[src/rtl/core/msi_pkg.sv]
package msi_pkg;

    localparam int unsigned VALUE_W = 32;

    typedef struct packed {
        logic                      kind;
        logic signed [VALUE_W-1:0] value;
    } item_t;

    typedef struct packed {
        logic signed [VALUE_W-1:0] entry;
        logic                      last;
        logic                      empty_res;
        logic                      overflowed;
    } result_t;

    localparam logic KIND_INSERT = 1'b0;
    localparam logic KIND_DUMP   = 1'b1;

    typedef struct packed {
        logic                      ins;
        logic                      rot;
        logic signed [VALUE_W-1:0] value;
    } cell_ctrl_t;

    typedef struct packed {
        logic signed [VALUE_W-1:0] entry;
        logic                      valid;
        logic                      ahead;
    } cell_link_t;

    function automatic logic [VALUE_W:0] mag_of(input logic signed [VALUE_W-1:0] v);
        logic [VALUE_W:0] ext;
        ext = {v[VALUE_W-1], v};
        return v[VALUE_W-1] ? (~ext + 1'b1) : ext;
    endfunction

    // stored s sorts ahead of new v
    function automatic logic sorts_before(input logic signed [VALUE_W-1:0] s,
                                          input logic signed [VALUE_W-1:0] v);
        logic [VALUE_W:0] ms;
        logic [VALUE_W:0] mv;
        ms = mag_of(s);
        mv = mag_of(v);
        if (ms != mv)
        begin
            return ms > mv;
        end
        return !s[VALUE_W-1] && v[VALUE_W-1];
    endfunction

endpackage

[src/rtl/core/msi_cell.sv]
module msi_cell (
    input  logic                                clk,
    input  logic                                rst_n,
    input  msi_pkg::cell_ctrl_t                 ctrl,
    input  msi_pkg::cell_link_t                 prev,
    input  msi_pkg::cell_link_t                 next,
    input  logic signed [msi_pkg::VALUE_W-1:0]  head,
    output msi_pkg::cell_link_t                 link,
    output logic                                hit
);

    logic signed [msi_pkg::VALUE_W-1:0] entry_reg;
    logic signed [msi_pkg::VALUE_W-1:0] entry_next;
    logic                               valid_reg;
    logic                               valid_next;
    logic                               ahead;
    logic                               at_pos;

    always_comb
    begin
        ahead      = valid_reg && msi_pkg::sorts_before(entry_reg, ctrl.value);
        at_pos     = prev.ahead && !ahead;
        hit        = at_pos && valid_reg && (entry_reg == ctrl.value);
        entry_next = entry_reg;
        valid_next = valid_reg;
        if (ctrl.ins)
        begin
            if (!ahead)
            begin
                if (at_pos)
                begin
                    entry_next = ctrl.value;
                    valid_next = 1'b1;
                end
                else
                begin
                    entry_next = prev.entry;
                    valid_next = prev.valid;
                end
            end
        end
        else if (ctrl.rot && valid_reg)
        begin
            // last occupied cell wraps around to the head value
            entry_next = next.valid ? next.entry : head;
        end
        link.entry = entry_reg;
        link.valid = valid_reg;
        link.ahead = ahead;
    end

    always_ff @(posedge clk or negedge rst_n)
    begin
        if (!rst_n)
        begin
            valid_reg <= 1'b0;
        end
        else
        begin
            valid_reg <= valid_next;
        end
    end

    always_ff @(posedge clk)
    begin
        entry_reg <= entry_next;
    end

endmodule

[config.mk]
export PLATFORM = sky130hd
export DESIGN_NAME = msi_cell
export DESIGN_NICKNAME = d
export VERILOG_FILES = /design/src/rtl/core/msi_pkg.sv /design/src/rtl/core/msi_cell.sv
export SDC_FILE = /design/constraint.sdc
export NUM_CORES = 1
export LEC_CHECK = 0
export BUFFER_PORTS_ARGS = -buffer_cell sky130_fd_sc_hd__buf_2
export CAP_MARGIN = 15
export CELL_PAD_IN_SITES_DETAIL_PLACEMENT = 1
export CELL_PAD_IN_SITES_GLOBAL_PLACEMENT = 2
export CORE_UTILIZATION = 26
export DETAILED_ROUTE_END_ITERATION = 10
export PLACE_DENSITY = 0.9
export SYNTH_ARGS = -nofsm -noshare
export SYNTH_HDL_FRONTEND = slang
export SYNTH_SLANG_ARGS = --single-unit
[constraint.sdc]
create_clock -name clk -period 6.78 [get_ports clk]
set_input_delay 0.339 -clock clk [delete_from_list [all_inputs] [get_ports clk]]
set_output_delay 0.339 -clock clk [all_outputs]
set_load 0.05 [all_outputs]
Word level (Yosys, flattened, before mapping)
Index checks and enable logic that the tools add are counted.
{"block": "word_totals", "register_bits": 33, "in_bits": 136}
{"block": "op_classes", "magnitude_cmp": 1, "bitwise_logic": 3, "addsub": 2, "reduce_logical": 11, "n_eq_ne": 3, "mux": 11}
{"op": "two-way mux 32 bit", "n": 5}
{"op": "adder 33 x 1 -> 33 bit, second input constant", "n": 2}
{"op": "two-way mux 33 bit", "n": 2}
{"op": "inverter 33 bit", "n": 2}
{"op": "greater-than comparator 33 bit", "n": 1}
{"op": "inequality test 33 bit", "n": 1}
{"op": "== test 32 bit", "n": 1}
{"op": "logical AND 1 bit", "n": 6}
{"op": "two-way mux 1 bit", "n": 4}
{"op": "AND reduction 2 bit", "n": 2}
{"op": "zero test 1 bit", "n": 2}
{"op": "inequality test 2 bit, second input constant", "n": 1}
{"op": "nonzero test 2 bit", "n": 1}
{"op": "inverter 1 bit", "n": 1}

Logic depth before layout (Yosys ltp)
Gate-level depths: netlist of the first run.
{"block": "logic_depth", "word_depth": 12, "depth_mapped": 17, "mapped_depth_nobuf": 16}

Least setup slack after synthesis of the first run
No wires, ideal clock.
{"block": "synth_timing", "path_type": "flip-flop to flip-flop", "from": "register entry_reg[8] (netlist bit)", "to": "register entry_reg[0] (netlist bit), enable pin", "arrival_ps": 6155, "stages_incl_launch_ff": 14, "slack_ps": 159, "path_buffers": 0, "period_less_slack_ps": 6621, "setup_ps": 466, "cell_sequence": "edfxtp_1 -> or4_4 -> or4b_4 -> or3_4 -> nand3b_4 -> o31ai_4 -> xnor2_1 -> ha_1 -> nand4_1 -> nor4_1 -> a41oi_1 -> o21ai_0 -> inv_1 -> o21ai_0"}
{"block": "synth_via", "elab_chain_cells": 9, "elab_cells_between_ends": 11, "cone_classes": "add/sub: 1; order compare: 1; eq/ne: 2; mux: 4; bitwise: 1; reduce/logical: 2"}
{"item": "start, declared", "line_no": "msi_cell.sv:12", "text": "logic signed [msi_pkg::VALUE_W-1:0] entry_reg;"}
{"item": "start signal, assigned", "line_no": "msi_cell.sv:66", "text": "entry_reg <= entry_next;"}
{"item": "inverter 33 bit", "line_no": "msi_pkg.sv:35", "text": "return v[VALUE_W-1] ? (~ext + 1'b1) : ext;"}
{"item": "adder 33 x 1 -> 33 bit", "line_no": "msi_pkg.sv:35"}
{"item": "two-way mux 33 bit *", "line_no": "msi_pkg.sv:35"}
{"item": "greater-than comparator 33 bit or inequality test 33 bit (tied branches)", "line_no": "msi_pkg.sv:47, msi_pkg.sv:45"}
{"item": "two-way mux 1 bit", "line_no": "msi_pkg.sv:45", "text": "if (ms != mv)"}
{"item": "two-way mux 1 bit *", "line_no": "msi_pkg.sv:49", "text": "return !s[VALUE_W-1] && v[VALUE_W-1];"}
{"item": "logical AND 1 bit *", "line_no": "msi_cell.sv:21", "text": "ahead = valid_reg && msi_pkg::sorts_before(entry_reg, ctrl.value);"}
{"item": "via ahead", "line_no": "msi_cell.sv:16", "text": "logic ahead;"}
{"item": "inequality test 2 bit (no source line) *"}
{"item": "AND reduction 2 bit (no source line) *"}
The timed path passes the listed nets; every way through them passes the cells marked *. The select of a mux whose other input is x is not followed.
A chain may end at the register's enable or synchronous reset.

Final worst setup path of the first run
{"block": "layout_timing", "from": "register entry_reg[8] (netlist bit)", "to": "output port hit"}
{"block": "layout_via", "elab_chain_cells": 11, "elab_cells_between_ends": 14, "cone_classes": "add/sub: 1; order compare: 1; eq/ne: 2; mux: 4; bitwise: 1; reduce/logical: 5"}
{"item": "inverter 33 bit", "line_no": "msi_pkg.sv:35"}
{"item": "adder 33 x 1 -> 33 bit", "line_no": "msi_pkg.sv:35"}
{"item": "two-way mux 33 bit", "line_no": "msi_pkg.sv:35"}
{"item": "greater-than comparator 33 bit or inequality test 33 bit (tied branches)", "line_no": "msi_pkg.sv:47, msi_pkg.sv:45"}
{"item": "two-way mux 1 bit", "line_no": "msi_pkg.sv:45"}
{"item": "two-way mux 1 bit", "line_no": "msi_pkg.sv:49"}
{"item": "logical AND 1 bit", "line_no": "msi_cell.sv:21"}
{"item": "zero test 1 bit"}
{"item": "logical AND 1 bit", "line_no": "msi_cell.sv:22", "text": "at_pos = prev.ahead && !ahead;"}
{"item": "logical AND 1 bit", "line_no": "msi_cell.sv:23", "text": "hit = at_pos && valid_reg && (entry_reg == ctrl.value);"}
{"item": "logical AND 1 bit *", "line_no": "msi_cell.sv:23"}
{"item": "end, declared", "line_no": "msi_cell.sv:9", "text": "output logic hit"}
Mark *: on every way between the ends. The rest lies on a longest branch, timed or not. The select of a mux whose other input is x is not followed.

==> results.cfg, run 1 <==
[synth]
netlist_instances = 554
syn_avg_cell_area_um2 = 8.43
synth_cell_types = 46
synth_area_um2 = 4670
synth_async_sr_flop_share_pct = 3.03
synth_area_leaders = edfxtp_1, xnor2_1, ha_1
ys_warn_count = 0
ys_seq_area_share_pct = 21.1
synth_nets = 726
ys_seq_elements = 33
synthFlopType = edfxtp_1
synth_top_area_share_pct = 20.6
synth_top_area_cell = edfxtp_1
synth_edf_count = 32

[sta]
rsz0062_at_grt = no
slew_headroom_pct = 25.2
finalSetupViolCount = 0
min_period_ns = 5.80
layout_worst_path_cycle_share_pct = 85.6
finalMaxSlewViolations = 0
fin_skew_ns = 0.00974
hold_viol = 0
fin_setup_tns_ns = 0
worst_slew_pin_slew_ns = 1.12
whs_ns = 0.353
timing.fmax_mhz = 172

[placement]
hpwl_mm = 15.2
dpl-instance-area_um2 = 5670
gp_congestion = 0.939
portBuffers = 169

[cells_and_area]
multi_input_area_um2 = 3360
utilization_pct = 33.4
seqCellArea_um2 = 986
largest_reg_flops = 32
finalNetCount = 867
fillerInstances = 2126
area_delta_synth_final_pct = 24.6
fin_area_um2 = 5820
drive_gt1_share_pct = 27.6

[setup_path]
ff2ff_path_depth = 14
critPathMaxFanout = 33
start_kind = register
critPathKind = reg -> out
reg2reg_to = entry_reg[0]
reg2reg_from = entry_reg[8]
critical_path_required_ns = 6.44
rrSetupSlack_ns = 1.14
worstPathArrival_ns = 5.46
end_kind = output pin

[min_path]
hold_class = in -> async

[clock_tree]
clk_pin_slew_worst_paths_ns = 0.06
cts_root_buffer = clkbuf_16
htreeDepth = 2
post-cts-setup-buffers = 0
cts_buffers = 5
clk_latency_ns = 0.28
cts.repair.resized = 0
cts_tree = built
cts.path.max_buffers = 2
cts_sinks = 33

[die]
core_area_um2 = 17400
io_pins = 171
die_w_um = 136
die_h_um = 136
core.rowCount = 48
dieArea_um2 = 18500
initial_core_util_pct = 26.8

[grt]
grt_antenna_before_repair = 1
gr-total-overflow = 0
grt_usage_pct = 20.0
grt_max_degree = 68
grt_pass1_wl_mm = 28.2
first_global_vias = 5013

[drt]
via_per_inst = 5.52
drc = 0
drtIter0Drc = 312
via_count = 5085
routed_wl_mm = 18.7
routedWlPerCell_um = 20.3
firstDrtPassIters = 5
final_antenna_net_count = 0

[power]
ir_drop_mv = 0.0842
total_power_w = 0.00123
p_leak_nw = 2.28
power_density_nw_per_um2 = 212

[flow_run]
cap_violations = 0

[status]
status = completed
## cell usage in the layout, fill, tap and decap left out, types with 9 or more instances in the layout
| cell | netlist | routed |
|---|---|---|
| inv_1 | 41 | 41 |
| xnor2_1 | 72 | 72 |
| a2111oi_0 | 32 | 32 |
| buf_2 | 0 | 169 |
| o31ai_1 | 13 | 13 |
| a211oi_1 | 32 | 32 |
| a311oi_1 | 32 | 32 |
| xor2_1 | 16 | 16 |
| ha_1 | 36 | 36 |
| nor2_1 | 10 | 10 |
| nor3_1 | 9 | 9 |
| edfxtp_1 | 32 | 32 |
| a21oi_1 | 15 | 15 |
| nor2b_1 | 34 | 33 |
| nand4_1 | 18 | 18 |
| nand2_1 | 26 | 26 |
| nor4_1 | 13 | 13 |
| o21ai_0 | 26 | 25 |
## per-layer routing
metal	vias to the layer above	part of all wire, %	global-route usage (%)
li1	2425	-	-
met1	2418	44	26.8
met2	205	46	31.9
met3	37	6.0	2.68
met4	0	3.4	8.15
met5	-	0	0
## worst max path at each step
stage,cells after the start,to,from,slack (ns)
after CTS,14,hit,entry_reg[8],1.0
after floorplan,13,entry_reg[0],entry_reg[8],0.16
after detailed placement,14,entry_reg[17],ctrl[6],1.0
after global placement,14,hit,ctrl[6],1.13
final,14,hit,entry_reg[8],0.98
after global routing,14,hit,entry_reg[8],0.73
## metrics by stage
| stage | std cells | setup WS, ns |
|---|---|---|
| after floorplan | 554 | 0.159 |
| after global placement | 912 | 1.13 |
| after detailed placement | 912 | 1.00 |
| after CTS | 921 | 0.998 |
| after global routing | 922 | 0.726 |
| final | 922 | 0.978 |
## power breakdown
| part | switching (W) | internal [W] |
|---|---|---|
| clock | 0.0000895 | 0.000133 |
| combinational | 0.000424 | 0.000241 |
| sequential | 0.0000715 | 0.000275 |
| total | 0.000585 | 0.000648 |
## critical path, stage by stage (launching register included)
cell and delay, ns:
edfxtp_1 0.54, or4_4 0.61, or4b_4 0.52, or3_4 0.36, nand3b_4 0.22, o21ai_0 0.27, xnor2_1 0.10, ha_1 0.31
nand4_1 0.18, nor4_1 0.55, a31oi_1 0.18, and4_1 0.60, a21o_1 0.35, and4_1 0.17, buf_2 0.21
## what timing repair did
action                                  in CTS  in global routing
endpoints found under the hold margin        1                  0
endpoints found under the setup margin       0                  0
hold buffers                                 1                  0
## cells in the mapped netlist (3+ instances only)
cell / count
a21oi_1: 15
xor2_1: 16
nand2_1: 26
nor3_1: 9
edfxtp_1: 32
ha_1: 36
nand4_1: 18
nand2b_1: 6
o31ai_1: 13
o41ai_1: 8
a211oi_1: 32
xnor2_1: 72
o21ai_0: 26
a31oi_1: 3
a2111oi_0: 32
a311oi_1: 32
nor2b_1: 34
nor2_1: 10
inv_1: 41
or4_1: 3
nor4_1: 13
nand3_1: 8
clkbuf_1: 37
## cells by family (layout without fill, tap and decap cells)
kind of cell / after synthesis / count (layout) / synth area share, %
buf+inv: 82 / 224 / 6.99
compound gates: 173 / 173 / 28.1
fa+ha+maj: 36 / 36 / 9.64
mux: 1 / 1 / 0.214
other cells: 2 / 3 / 0.161
flops: 33 / 33 / 21.1
simple gates: 139 / 139 / 17.3
xor+xnor: 88 / 88 / 16.5
## layout make-up
type                    count  share of cell area, %
clock inverters             3                  0.215
repair buffers            175                   15.4
diodes                      1                 0.0430
inverters                  41                   2.64
multi-input cells         439                   57.8
well taps                 225                   4.84
clock buffers               5                   2.15
flip-flops and latches     33                   16.9
No activity file was read; power rests on OpenSTA's default activity.
==> inputs of run 2 (changes only) <==
--- a/config.mk
+++ b/config.mk
@@ -5,13 +5,14 @@
 export SDC_FILE = /design/constraint.sdc
 export NUM_CORES = 1
 export LEC_CHECK = 0
+export ABC_AREA = 1
 export BUFFER_PORTS_ARGS = -buffer_cell sky130_fd_sc_hd__buf_2
 export CAP_MARGIN = 15
 export CELL_PAD_IN_SITES_DETAIL_PLACEMENT = 1
 export CELL_PAD_IN_SITES_GLOBAL_PLACEMENT = 2
 export CORE_UTILIZATION = 26
 export DETAILED_ROUTE_END_ITERATION = 10
-export PLACE_DENSITY = 0.9
+export PLACE_DENSITY = 0.92
 export SYNTH_ARGS = -nofsm -noshare
 export SYNTH_HDL_FRONTEND = slang
 export SYNTH_SLANG_ARGS = --single-unit
==> run 2 against run 1 <==
Non-clock buffer count decreased by 2. Clock power about the same. Synthesized cell count is 48% higher. Clock skew shrank 0.0054 ns. Power increased by 17%. Worst hold slack better by 0.0038 ns. Sequential share of layout area shrank 2.4 points. Clock-buffer cell count up 3. Cell count is 35% higher. Critical path depth rose by 10. Wire length is 8.2% higher. Die area up 20%.
==> results.cfg, run 2 <==
[status]
status = completed

[setup_path]
critical_path_required_ns = 6.44
critPathMaxFanout = 35
end_kind = output pin
start_kind = register
ff2ff_path_depth = 24
worstPathArrival_ns = 4.45
critPathKind = reg -> out

[synth]
ys_seq_elements = 33
synth_edf_count = 32
ys_warn_count = 0
ys_seq_area_share_pct = 17.5
synth_nets = 992
synth_top_area_share_pct = 17.1
synth_cell_types = 50
synthFlopType = edfxtp_1
ys_top_cells_by_count = nand2_1, nor2_1, inv_1, xor2_1, nand3_1
netlist_instances = 820
post-synth-top-count-cell = nand2_1
synth_top_area_cell = edfxtp_1
synth_area_um2 = 5630
syn_avg_cell_area_um2 = 6.86
synth_area_leaders = edfxtp_1, nand2_1, xor2_1
synth_async_sr_flop_share_pct = 3.03

[placement]
dpl.cell_count = 1235
portBuffers = 169
dpl-instance-area_um2 = 6630
gp_congestion = 0.866
hpwl_mm = 17.1

[clock_tree]
cts_sinks = 33
cts_tree = built
cts_root_buffer = clkbuf_16
cts.repair.resized = 0
clk_pin_slew_worst_paths_ns = 0.05
htreeDepth = 2
cts.path.max_buffers = 2
clk_latency_ns = 0.28
cts_buffers = 5

[cells_and_area]
drive_gt1_share_pct = 29.3
fillerInstances = 2760
fin_area_um2 = 6780
final_common_cell = buf_2
layout_common_cells = buf_2, nand2_1, nor2_1
finalNetCount = 1140
fin_cells = 1245
largest_reg_flops = 32
area_delta_synth_final_pct = 20.5

[sta]
rsz0062_at_grt = no
finalMaxSlewViolations = 0
hold_viol = 0
slew_headroom_pct = 42.6
min_period_ns = 4.79
finalSetupViolCount = 0
worst_slew_pin_slew_ns = 0.860
fin_setup_tns_ns = 0
layout_worst_path_cycle_share_pct = 70.6
timing.fmax_mhz = 209
fin_skew_ns = 0.00434

[grt]
gr-total-overflow = 0
grt_usage_pct = 18.3
grt_max_degree = 67
first_global_vias = 5832
grt_pass1_wl_mm = 31.3
grt_antenna_before_repair = 2

[die]
io_pins = 171
dieArea_um2 = 22200
initial_core_util_pct = 26.7
core_area_um2 = 21100
core.rowCount = 53
die_h_um = 149
die_w_um = 149

[min_path]
min_path_cells = 3
hold_class = in -> reg

[drt]
routedWlPerCell_um = 16.3
firstDrtPassIters = 5
drtIter0Drc = 245
routed_wl_mm = 20.2
final_antenna_net_count = 0
drc = 0
via_per_inst = 4.63
via_count = 5767

[power]
ir_drop_mv = 0.0866
power_density_nw_per_um2 = 213
total_power_w = 0.00145
p_leak_nw = 3.48

[flow_run]
cap_violations = 0
run 2: report_power, final:
part	internal (W)	switching [W]	leakage, nW
clock network	0.000137	0.0000838	0.0652
registers	0.000281	0.0000797	0.323
logic	0.000278	0.000588	3.09
run 2: final cells by class:
class                   count  area [µm²]  area share [%]
flip-flops and latches     33         986            14.5
repair buffers            173         878            13.0
clock buffers               8         136            2.01
well taps                 275         344            5.08
multi-input cells         628        3950            58.3
diodes                      1        2.50          0.0369
inverters                 127         477            7.03
run 2: final timing paths:
check                                   from           end  slack (ns)
worst max-delay path            entry_reg[0]           hit        1.99
worst min-delay path                 next[3]  entry_reg[1]        0.36
worst max register to register  entry_reg[0]  entry_reg[4]        2.44
worst min register to register     valid_reg     valid_reg        0.77
max in group asynchronous              rst_n     valid_reg        6.33
min in group asynchronous              rst_n     valid_reg        0.37
run 2: critical path: stages, from the launching register on:
cell and delay (ns):
edfxtp_1 0.44, inv_1 0.16, ha_1 0.24, nand4_2 0.15, nor3_4 0.19, nand2_2 0.11, nor2_4 0.13, nand2_2 0.09
o21ai_4 0.24, o21ai_1 0.10, nand2_1 0.08, nand2_1 0.05, ha_1 0.31, nand2_1 0.07, nand2_1 0.05, nand2_1 0.05
nand2_1 0.05, a21oi_1 0.19, nand3_1 0.10, nor2_1 0.18, nand2_4 0.09, nand2_8 0.22, nand2_8 0.37, nor2_1 0.19
buf_2 0.27
run 2: repair_timing:
item	4_1_cts	5_1_grt
hold buffers	1	0
endpoints found under the setup margin	0	0
endpoints found under the hold margin	1	0
setup buffers	0	0
run 2: cell families after synthesis:
family                     after synthesis  share of synthesized area [%]
AOI/OAI and AO/OA                       90                           9.39
xor gates and xnor gates                69                           10.7
adders and majority gates               36                           8.01
buffers and inverters                  159                           12.3
DFF                                     33                           17.5
other                                    2                          0.134
and+or+nand+nor                        431                           41.9
run 2: through the flow:
stage	setup WS [ns]	util, %	hold WS [ns]
final	1.99	32.1	0.357
after detailed placement	2.15	31.4	0.117
after global placement	2.20	31.4	0.115
after floorplan	2.09	-	0.0434
after CTS	1.95	32.1	0.349
after global routing	1.74	32.1	0.368
run 2: metal layers:
metal  vias to the layer above  GRT usage [%]  share of wire (%)  wire [µm]
met5                         -              0                  0          0
met4                         0           8.98                4.1        823
met3                        42           2.05                3.5        712
met2                       143           30.0                 46       9350
met1                      2664           23.7                 46       9370
li1                       2918              -                  -          -
==> inputs of run 3 (changes only) <==
--- a/config.mk
+++ b/config.mk
@@ -5,14 +5,14 @@
 export SDC_FILE = /design/constraint.sdc
 export NUM_CORES = 1
 export LEC_CHECK = 0
-export ABC_AREA = 1
+export ABC_AREA = 0
 export BUFFER_PORTS_ARGS = -buffer_cell sky130_fd_sc_hd__buf_2
 export CAP_MARGIN = 15
 export CELL_PAD_IN_SITES_DETAIL_PLACEMENT = 1
 export CELL_PAD_IN_SITES_GLOBAL_PLACEMENT = 2
-export CORE_UTILIZATION = 26
+export CORE_UTILIZATION = 29
 export DETAILED_ROUTE_END_ITERATION = 10
-export PLACE_DENSITY = 0.92
+export PLACE_DENSITY = 0.95
 export SYNTH_ARGS = -nofsm -noshare
 export SYNTH_HDL_FRONTEND = slang
 export SYNTH_SLANG_ARGS = --single-unit
==> constraint.sdc (replaced) <==
create_clock -name clk -period 4.62 [get_ports clk]
set_input_delay 0.231 -clock clk [delete_from_list [all_inputs] [get_ports clk]]
set_output_delay 0.231 -clock clk [all_outputs]
set_load 0.05 [all_outputs]
==> run 3 against run 2 <==
The flow now finishes with violations (setup timing). Utilization rose by 15 points. Final area increased by 10%. Non-clock buffer count up 72. Global-route usage is 6.4 points higher.
==> results.cfg, run 3 (synthesis results as in run 1) <==
[drt]
firstDrtPassIters = 5
via_per_inst = 5.70
via_count = 5606
drc = 0
routed_wl_mm = 22.4
routedWlPerCell_um = 22.7
final_antenna_net_count = 0
drtIter0Drc = 345

[placement]
portBuffers = 169
gp_congestion = 0.959
dpl.cell_count = 959
dpl-instance-area_um2 = 6690
hpwl_mm = 16.9

[sta]
worst_slew_pin_slew_ns = 0.993
layout_worst_path_cycle_share_pct = 104
slew_headroom_pct = 33.8
min_period_ns = 4.79
hold_viol = 0
timing.fmax_mhz = 209
fin_skew_ns = 0.00319
rsz0062_at_grt = yes
finalSetupViolCount = 66
finalWorstSetupSlack_ns = -0.173
finalMaxSlewViolations = 0

[clock_tree]
cts.path.max_buffers = 2
htreeDepth = 2
cts_sinks = 33
clk_pin_slew_worst_paths_ns = 0.05
cts_root_buffer = clkbuf_16
cts_buffers = 5
clk_latency_ns = 0.29
cts_tree = built

[die]
die_w_um = 129
io_pins = 171
dieArea_um2 = 16600
core_area_um2 = 15800
die_h_um = 129
initial_core_util_pct = 29.5
core.rowCount = 46

[status]
status = finished, violations left
violations = setup timing

[cells_and_area]
fin_cells = 984
fin_area_um2 = 7460
drive_gt1_share_pct = 44.6
final_common_cell = buf_2
finalNetCount = 937
largest_reg_flops = 32
area_delta_synth_final_pct = 59.7
layout_common_cells = buf_2, xnor2_1, buf_4

[grt]
first_global_vias = 5538
grt_antenna_before_repair = 2
grt_pass1_wl_mm = 31.0
gr-total-overflow = 0
grt_max_degree = 68
grt_usage_pct = 24.7

[setup_path]
end_kind = register
critPathKind = reg -> reg
critPathMaxFanout = 8
critical_path_required_ns = 4.69
start_kind = register
worstPathArrival_ns = 4.87

[flow_run]
cap_violations = 0

[power]
p_clk_share_pct = 14.4
comb_power_share_pct = 63.8
p_leak_nw = 2.84
p_int_w = 0.00116
total_power_w = 0.00220
power.switching_w = 0.00104
power_density_nw_per_um2 = 295
ir_drop_mv = 0.157
pwr-share-seq_pct = 21.8
p_sw_share_pct = 47.2

[min_path]
hold_class = in -> async
run 3: cell count changes in the layout (fill, tap and decap cells not counted), sizes merged, moves of 31 or more:
cell     change
xnor2       +58
buf         +70
nor2       -125
nand2      -156
xor2        -39
nor2b       +34
a211oi      +32
a2111oi     +31
a311oi      +32
inv         -86
nand3       -72
run 3: final timing paths:
check / end / depth (start not counted) / slack [ns] / startpoint
setup / recovery: entry_reg[13] / 16 / -0.17 / entry_reg[7]
hold / removal: valid_reg / 2 / 0.27 / rst_n
setup reg to reg: entry_reg[13] / 16 / -0.17 / entry_reg[7]
hold reg to reg: valid_reg / 2 / 0.75 / valid_reg
max in group asynchronous: valid_reg / 2 / 4.26 / rst_n
min in group clk: entry_reg[20] / 3 / 0.38 / prev[22]
run 3: routing by layer:
layer / GRT usage, % / vias to the layer above / part of all wire [%]
met1: 32.4 / 2745 / 42
met2: 41.0 / 243 / 48
met4: 11.1 / 0 / 3.1
li1: - / 2571 / -
met3: 2.49 / 47 / 6.1
met5: 0 / - / 0
run 3: layout make-up:
| type | instances | area, µm² |
|---|---|---|
| antenna | 2 | 5.00 |
| multi-input combinational | 439 | 4280 |
| sequential | 33 | 986 |
| inverter | 41 | 154 |
| tap | 216 | 270 |
| fill | 1851 | 8370 |
| clock buffer | 5 | 125 |
| timing repair buffer | 245 | 1630 |
| clock inverter | 3 | 12.5 |
run 3: power groups by stage:
| stage | Combinational [W] | Sequential [W] | Clock [W] |
|---|---|---|---|
| 3_3_place_gp | 0.00115 | 0.000477 | 0 |
| 3_5_place_dp | 0.00121 | 0.000479 | 0 |
| 6_report | 0.00141 | 0.000481 | 0.000318 |
| 5_1_grt | 0.00149 | 0.000485 | 0.000329 |
| 4_1_cts | 0.00126 | 0.000474 | 0.000317 |
| 2_1_floorplan | 0.000654 | 0.000634 | 0 |
run 3: timing repair:
item | in CTS | in global routing
cloned | 0 | 3
setup buffers | 7 | 4
pin swaps | 12 | 30
hold endpoints to repair | 1 | 0
hold buffers | 1 | 0
resized for setup | 32 | 52
endpoints found under the setup margin | 66 | 66
run 3: per-stage QoR:
step	hold WS, ns	setup TNS, ns	util [%]	worst slack, ns
floorplan	-0.0646	-5.42	-	-0.142
global placement	0.0114	-0.0174	42.3	-0.0174
detailed placement	0.00715	-6.48	42.3	-0.187
CTS	0.261	-0.302	44.7	-0.0616
global route	0.281	-13.94	47.1	-0.287
finish	0.274	-3.16	47.1	-0.173
run 3: worst max-delay path, cell delays in order, from the launching register on:
cell and delay [ns]:
edfxtp_1 0.38, or4_4 0.57, or4b_4 0.51, or3_4 0.37, nand3b_4 0.24, o21ai_4 0.21, xnor2_2 0.08, ha_1 0.31
nand4_1 0.22, nor4_4 0.33, buf_4 0.17, nand2_1 0.08, o22a_4 0.24, a21o_1 0.20, buf_4 0.18, buf_8 0.16
a311oi_2 0.30
